$ cat src/hdl/cartridge_command_frame_decoder_macros.svh
// assertion macros for the cartridge command frame decoder
`ifndef CARTRIDGE_COMMAND_FRAME_DECODER_MACROS_SVH
`define CARTRIDGE_COMMAND_FRAME_DECODER_MACROS_SVH

// same-cycle implication, checked outside reset
`define CCFD_ASSERT_NOW(label, ante, cons, msg) \
    label: assert property (@(posedge i_clk) disable iff (!i_rst_n) (ante) |-> (cons)) \
        else $error(msg);

// next-cycle implication, checked outside reset
`define CCFD_ASSERT_NEXT(label, ante, cons, msg) \
    label: assert property (@(posedge i_clk) disable iff (!i_rst_n) (ante) |=> (cons)) \
        else $error(msg);

`endif

$ cat src/hdl/ccfd_pkg.sv
// types and constants shared by the command frame decoder modules
package ccfd_pkg;

    typedef enum logic [2:0] {
        KIND_MODE_GBA    = 3'd0,
        KIND_MODE_GB     = 3'd1,
        KIND_ROM_READ    = 3'd2,
        KIND_WORD_READ   = 3'd3,
        KIND_WORD_WRITE  = 3'd4,
        KIND_FLASH_WRITE = 3'd5,
        KIND_UNKNOWN     = 3'd6
    } t_kind;

    localparam logic [7:0] OP_MODE_GBA    = 8'd7;
    localparam logic [7:0] OP_MODE_GB     = 8'd8;
    localparam logic [7:0] OP_ROM_READ    = 8'd9;
    localparam logic [7:0] OP_WORD_WRITE  = 8'd10;
    localparam logic [7:0] OP_FLASH_WRITE = 8'd11;
    localparam logic [7:0] OP_WORD_READ   = 8'd12;

    localparam int FRAME_DEPTH = 8;

    typedef struct packed {
        t_kind        kind;
        logic [24:0]  start_addr;
        logic [25:0]  end_addr;
        logic [15:0]  data_word;
        logic [7:0]   flash_kind;
    } t_result;

endpackage

$ cat src/hdl/ccfd_frame.sv
// frame assembly and command decode for one received byte
module ccfd_frame
    import ccfd_pkg::*;
(
    input  logic        i_clk,
    input  logic        i_rst_n,
    input  logic        i_accept,
    input  logic [7:0]  i_rx_byte,
    output logic        o_res_valid,
    output t_result     o_res
);

    logic [2:0] r_count;
    logic [2:0] n_count;
    logic [7:0] r_bytes [FRAME_DEPTH];
    logic [7:0] n_bytes [FRAME_DEPTH];
    logic [3:0] held;
    logic [3:0] frame_len;
    logic       done;
    logic [7:0] op;
    logic [23:0] start_word;
    logic [23:0] end_word;
    logic [24:0] end_plus;

    always_comb begin
        for (int k = 0; k < FRAME_DEPTH; k++) begin
            n_bytes[k] = (r_count == 3'(k)) ? i_rx_byte : r_bytes[k];
        end
    end

    assign op   = n_bytes[0];
    assign held = {1'b0, r_count} + 4'd1;

    always_comb begin
        unique case (op)
            OP_WORD_READ:   frame_len = 4'd4;
            OP_WORD_WRITE:  frame_len = 4'd6;
            OP_ROM_READ:    frame_len = 4'd7;
            OP_FLASH_WRITE: frame_len = 4'd8;
            default:        frame_len = 4'd1;
        endcase
    end

    assign done    = held >= frame_len;
    assign n_count = done ? 3'd0 : held[2:0];

    assign start_word = {n_bytes[3], n_bytes[2], n_bytes[1]};
    assign end_word   = {n_bytes[6], n_bytes[5], n_bytes[4]};
    assign end_plus   = {1'b0, end_word} + 25'd1;

    always_comb begin
        o_res = '0;
        unique case (op)
            OP_MODE_GBA: begin
                o_res.kind = KIND_MODE_GBA;
            end
            OP_MODE_GB: begin
                o_res.kind = KIND_MODE_GB;
            end
            OP_WORD_READ: begin
                o_res.kind       = KIND_WORD_READ;
                o_res.start_addr = {start_word, 1'b0};
            end
            OP_WORD_WRITE: begin
                o_res.kind       = KIND_WORD_WRITE;
                o_res.start_addr = {start_word, 1'b0};
                o_res.data_word  = {n_bytes[5], n_bytes[4]};
            end
            OP_ROM_READ: begin
                o_res.kind       = KIND_ROM_READ;
                o_res.start_addr = {start_word, 1'b0};
                o_res.end_addr   = {end_plus, 1'b0};
            end
            OP_FLASH_WRITE: begin
                o_res.kind       = KIND_FLASH_WRITE;
                o_res.start_addr = {start_word, 1'b0};
                o_res.end_addr   = {end_plus, 1'b0};
                o_res.flash_kind = n_bytes[7];
            end
            default: begin
                o_res.kind = KIND_UNKNOWN;
            end
        endcase
    end

    assign o_res_valid = i_accept && done;

    always_ff @(posedge i_clk) begin
        if (!i_rst_n) begin
            r_count <= 3'd0;
        end else if (i_accept) begin
            r_count <= n_count;
        end
    end

    always_ff @(posedge i_clk) begin
        if (i_accept) begin
            r_bytes[r_count] <= i_rx_byte;
        end
    end

endmodule

$ cat src/hdl/ccfd_outq.sv
// result register with skid entry
module ccfd_outq
    import ccfd_pkg::*;
(
    input  logic     i_clk,
    input  logic     i_rst_n,
    input  logic     i_res_valid,
    input  t_result  i_res,
    output logic     o_full,
    output logic     o_valid,
    output t_result  o_res,
    input  logic     i_stall
);

    logic    r_out_valid;
    logic    r_skid_valid;
    t_result r_out;
    t_result r_skid;
    logic    take;

    assign take    = r_out_valid && !i_stall;
    assign o_full  = r_skid_valid;
    assign o_valid = r_out_valid;
    assign o_res   = r_out;

    always_ff @(posedge i_clk) begin
        if (!i_rst_n) begin
            r_out_valid  <= 1'b0;
            r_skid_valid <= 1'b0;
        end else if (r_skid_valid) begin
            if (take) begin
                r_skid_valid <= 1'b0;
            end
        end else if (!r_out_valid || take) begin
            r_out_valid <= i_res_valid;
        end else if (i_res_valid) begin
            r_skid_valid <= 1'b1;
        end
    end

    always_ff @(posedge i_clk) begin
        if (r_skid_valid) begin
            if (take) begin
                r_out <= r_skid;
            end
        end else if (!r_out_valid || take) begin
            r_out <= i_res;
        end else if (i_res_valid) begin
            r_skid <= i_res;
        end
    end

endmodule

$ cat src/hdl/cartridge_command_frame_decoder.sv
// Cartridge command frame decoder, top level. One received byte is taken per
// cycle while o_in_stall is low; the byte that completes a frame has its
// decoded command captured in the result register, or in the skid entry when
// that register is held under output stall. The skid entry keeps o_in_stall
// registered: it rises only when a result is held under output stall and a
// second one is waiting, so bytes keep flowing at one per cycle otherwise.
`include "cartridge_command_frame_decoder_macros.svh"

module cartridge_command_frame_decoder
    import ccfd_pkg::*;
(
    input  logic        i_clk,
    input  logic        i_rst_n,
    input  logic        i_in_valid,
    output logic        o_in_stall,
    input  logic [7:0]  i_rx_byte,
    output logic        o_out_valid,
    input  logic        i_out_stall,
    output logic [2:0]  o_command_kind,
    output logic [24:0] o_start_byte_addr,
    output logic [25:0] o_end_byte_addr,
    output logic [15:0] o_data_word,
    output logic [7:0]  o_flash_kind
);

    logic    in_accept;
    logic    res_valid;
    t_result res;
    t_result out_res;

    assign in_accept = i_in_valid && !o_in_stall;

    ccfd_frame u_frame (
        .i_clk       (i_clk),
        .i_rst_n     (i_rst_n),
        .i_accept    (in_accept),
        .i_rx_byte   (i_rx_byte),
        .o_res_valid (res_valid),
        .o_res       (res)
    );

    ccfd_outq u_outq (
        .i_clk       (i_clk),
        .i_rst_n     (i_rst_n),
        .i_res_valid (res_valid),
        .i_res       (res),
        .o_full      (o_in_stall),
        .o_valid     (o_out_valid),
        .o_res       (out_res),
        .i_stall     (i_out_stall)
    );

    assign o_command_kind    = out_res.kind;
    assign o_start_byte_addr = out_res.start_addr;
    assign o_end_byte_addr   = out_res.end_addr;
    assign o_data_word       = out_res.data_word;
    assign o_flash_kind      = out_res.flash_kind;

    `CCFD_ASSERT_NOW(a_skid_behind_out, o_in_stall, o_out_valid, "skid full with no result held")
    `CCFD_ASSERT_NEXT(a_result_shows, in_accept && res_valid, o_out_valid, "decoded result lost")
    `CCFD_ASSERT_NOW(a_stall_cause, $rose(o_in_stall), $past(o_out_valid && i_out_stall), "stall without held result")
    `CCFD_ASSERT_NOW(a_kind_range, o_out_valid, o_command_kind != 3'd7, "command kind out of range")

endmodule

$ cat config.mk
export PLATFORM = sky130hd
export DESIGN_NAME = cartridge_command_frame_decoder
export DESIGN_NICKNAME = d
export VERILOG_FILES = /design/src/hdl/ccfd_pkg.sv /design/src/hdl/ccfd_frame.sv /design/src/hdl/ccfd_outq.sv /design/src/hdl/cartridge_command_frame_decoder.sv
export VERILOG_INCLUDE_DIRS = /design/src /design/src/hdl
export SDC_FILE = /design/constraint.sdc
export NUM_CORES = 1
export LEC_CHECK = 0
export BUFFER_PORTS_ARGS = -buffer_cell sky130_fd_sc_hd__buf_2
export CORE_ASPECT_RATIO = 1.5
export CORE_MARGIN = 4
export CORE_UTILIZATION = 36
export CTS_CLUSTER_SIZE = 30
export DETAILED_ROUTE_END_ITERATION = 12
export PLACE_DENSITY_LB_ADDON = 0.15
export SLEW_MARGIN = 20
export SYNTH_ARGS = -nofsm -noshare
export SYNTH_HDL_FRONTEND = slang
export SYNTH_SLANG_ARGS = --single-unit
$ cat constraint.sdc
create_clock -name i_clk -period 18 [get_ports i_clk]
set_clock_uncertainty 0.1 [all_clocks]
set_input_delay 0.9 -clock i_clk [delete_from_list [all_inputs] [get_ports i_clk]]
set_output_delay 0.9 -clock i_clk [all_outputs]
set_load 0.01 [all_outputs]
==> metrics.cfg <==
[sta]
final.period_utilization=0.248
slew_headroom=0.280
setup_tns_ps=0
setup_violations=0
tightest_slew_ps=1070
post-route-min-period_ps=4470
fmaxAchievable_ghz=0.224
hold_ws_ps=432
drv_slew=0
finalHoldViolations=0
rsz0062_at_grt=no

[synth]
synth_top_area_frac=0.662
synth_area_leaders=edfxtp_1 (66%), mux2i_1 (6.2%), o31ai_1 (4.4%)
synth_warnings=0
synth_ff_type=edfxtp_1
syn_area_um2=9790
syn_inst=749
synth_cell_types=53
syn_area_per_cell_um2=13.1
synth_edf_count=216
netlist.top_cell.by_area=edfxtp_1
ys_async_sr_fraction=0
seq_area_frac_synth=0.673
synth-seq-cells=221

[finish]
fin_nets=850
n_antenna_cell=0
syn_to_final_growth_pct=15.7
drive_above_1_share=0.190
fill_cells=2554

[floorplan]
dieArea_um2=30000
die_w_um=143
core.rowCount=73
io_pins=92
coreArea_um2=26700
initial_core_util=0.367
die_y_um=210

[route]
wire_per_inst_um=18.3
postRouteAntennaNets=0
dr.pass1.iters=5
routed-via-count=5958
drt_wl_total_mm=21.6
drtIter0Drc=453
drc=0
via_per_inst=5.06

[worst_setup_path]
worstRegToRegCells=14
path_cells=buf_2 -> or4_1 -> nor3_1 -> o21ai_2 -> buf_4 -> a21oi_1 -> nor2b_1 -> ha_1 -> a21o_1 -> a21oi_1 -> nand2b_1 -> nor2_4 -> buf_4
rr_endpoint=u_outq.r_skid[63]
cpLargestDelayFamily=simple AND/OR/NAND/NOR gates
critPathBufInv=3
slowest_delay_ps=720
worst-endpoint-arrival_ps=4480
rrSetupSlack_ps=13550
start_kind=input pin
cp_max_fo=76
worstSetupPathDepth=13
timing.rr.start=u_frame.r_count[0]
crit_slowest_cell=buf_4
crit_type=in2reg
endpoint_kind=flop
worstPathRequired_ps=18020

[power_and_ir_drop]
p_leak_nw=4.39
ir_worst_vdd_uv=67.7
pwr_density_cell_nw_per_um2=98.2

[clocking]
clkLatencyLatePin_ps=500
cts_buffer_depth=3
path_clk_slew_ps=60
cts-root-buf=clkbuf_16
cts_tree=built
cts_hold_buf=0
cts_resized=0
cts_buffers=23
cts-htree-levels=1
cts_sinks=221
cts_setup_buffers=0

[global_route]
antenna_found_initial=0
grt_pass1_wl_mm=33.7
grt_pass1_vias=6044
grt_max_degree=82
grt_overflow_total=0
global_route.usage.total=0.140

[hold_path]
hold_start=u_outq.r_skid[23]
min_path_cells=2
hold_end=u_outq.o_res[23]
min_path_type=reg2reg

[flow_run]
cap_violations=0

[placed_design]
portBuffers=89
post-dp-hpwl_mm=14.1
place.gp.congestion=0.819

[outcome]
status=complete, no violations

[power breakdown]
part / switching [mW] / total [mW] / internal (mW) / leakage (nW)
sequential: 0.00519 / 0.586 / 0.581 / 2.27
combinational: 0.0348 / 0.0494 / 0.0146 / 1.75
clock: 0.191 / 0.476 / 0.285 / 0.375
[cells by family after synthesis]
kind of cell | Yosys count | synth area share
compound gates | 106 | 0.0756
simple gates | 262 | 0.116
flops | 221 | 0.673
xor+xnor | 22 | 0.0197
buf+inv | 54 | 0.0236
mux | 72 | 0.0776
other cells | 1 | 0.000383
fa+ha+maj | 11 | 0.0141
[worst max-delay path by stage]
stage                       start                 to  slack (ps)
2_1_floorplan        i_rx_byte[4]   u_outq.r_skid[0]       11200
3_3_place_gp         i_rx_byte[4]  u_outq.r_skid[12]       13100
3_5_place_dp         i_rx_byte[4]  u_outq.r_skid[16]       13020
4_1_cts        u_frame.r_count[0]  u_outq.r_skid[26]       13520
5_1_grt        u_frame.r_count[0]  u_outq.r_skid[63]       13180
6_report             i_rx_byte[4]  u_outq.r_skid[63]       13530
[worst min-delay path, cell delays in order (launching register included)]
cell and delay (ps):
edfxtp_1 320, nand2_1 50, o31ai_1 60
[Yosys cell counts (2+ instances only)]
cell / instances
mux2_2: 8
o21ai_0: 18
o31ai_1: 57
nand2_1: 112
ha_1: 11
buf_4: 2
edfxtp_1: 216
a31oi_1: 3
nand2b_1: 5
a21oi_1: 8
o21a_1: 2
nor4b_1: 2
nand3_1: 7
inv_1: 9
nor2_1: 93
buf_1: 4
xor2_1: 12
o21ai_1: 4
nand2_4: 2
o211ai_1: 2
or4_1: 3
o31a_1: 2
and3_1: 2
or3_1: 2
clkbuf_1: 27
nand4_1: 4
nor3_1: 12
mux2i_4: 2
buf_2: 11
dfxtp_1: 5
nor3b_1: 2
a21o_1: 3
nor4_1: 7
mux2i_1: 61
nor2b_1: 2
xnor2_1: 10
[through the flow]
| stage | setup WS (ps) | std cells | area (um2) | total power [mW] | util |
|---|---|---|---|---|---|
| 3_5_place_dp | 13020 | 1139 | 10600 | 0.649 | 0.396 |
| 4_1_cts | 13520 | 1178 | 11300 | 1.13 | 0.424 |
| 2_1_floorplan | 11200 | 750 | 9800 | 0.625 | - |
| 6_report | 13530 | 1178 | 11300 | 1.11 | 0.425 |
| 5_1_grt | 13180 | 1178 | 11300 | 1.15 | 0.425 |
| 3_3_place_gp | 13100 | 1139 | 10600 | 0.647 | 0.396 |
[layout by cell type (no fill, tap or decap), types with 6 or more instances in the layout]
master     synthesis  layout
ha_1              11      11
nand2_1          112     112
o31ai_1           57      57
xnor2_1           10      10
nor4_1             7       6
nand3_1            7       7
mux2_2             8       8
a21oi_1            8       8
nor2_1            93      91
mux2i_1           61      60
inv_1              9       9
clkbuf_16          0      23
buf_4              2       8
buf_2             11      89
nor3_1            12      10
o21ai_0           18      18
xor2_1            12      12
edfxtp_1         216     216
[cell type report]
type / instances / area, um2 / share of cell area
Inverter: 9 / 33.8 / 0.00298
Multi-Input combinational cell: 475 / 3020 / 0.267
Sequential cell: 221 / 6590 / 0.582
Timing Repair Buffer: 97 / 505 / 0.0446
Clock buffer: 26 / 607 / 0.0536
Tap cell: 337 / 422 / 0.0372
Clock inverter: 13 / 150 / 0.0133
[sequential cells by signal, indices dropped and copies added (netlist names)]
register / count
u_outq.o_valid: 1
u_outq.o_full: 1
u_outq.r_skid: 76
u_frame.r_count: 3
u_frame.r_bytes: 64
u_outq.o_res: 76
[metal layers]
layer	GRT usage	vias up	wire, um
met2	0.252	122	11300
met5	0	-	0
met4	0.0312	0	291
met1	0.178	2893	9040
met3	0.0209	22	961
li1	-	2921	-
(Power assumes the default switching activity.)
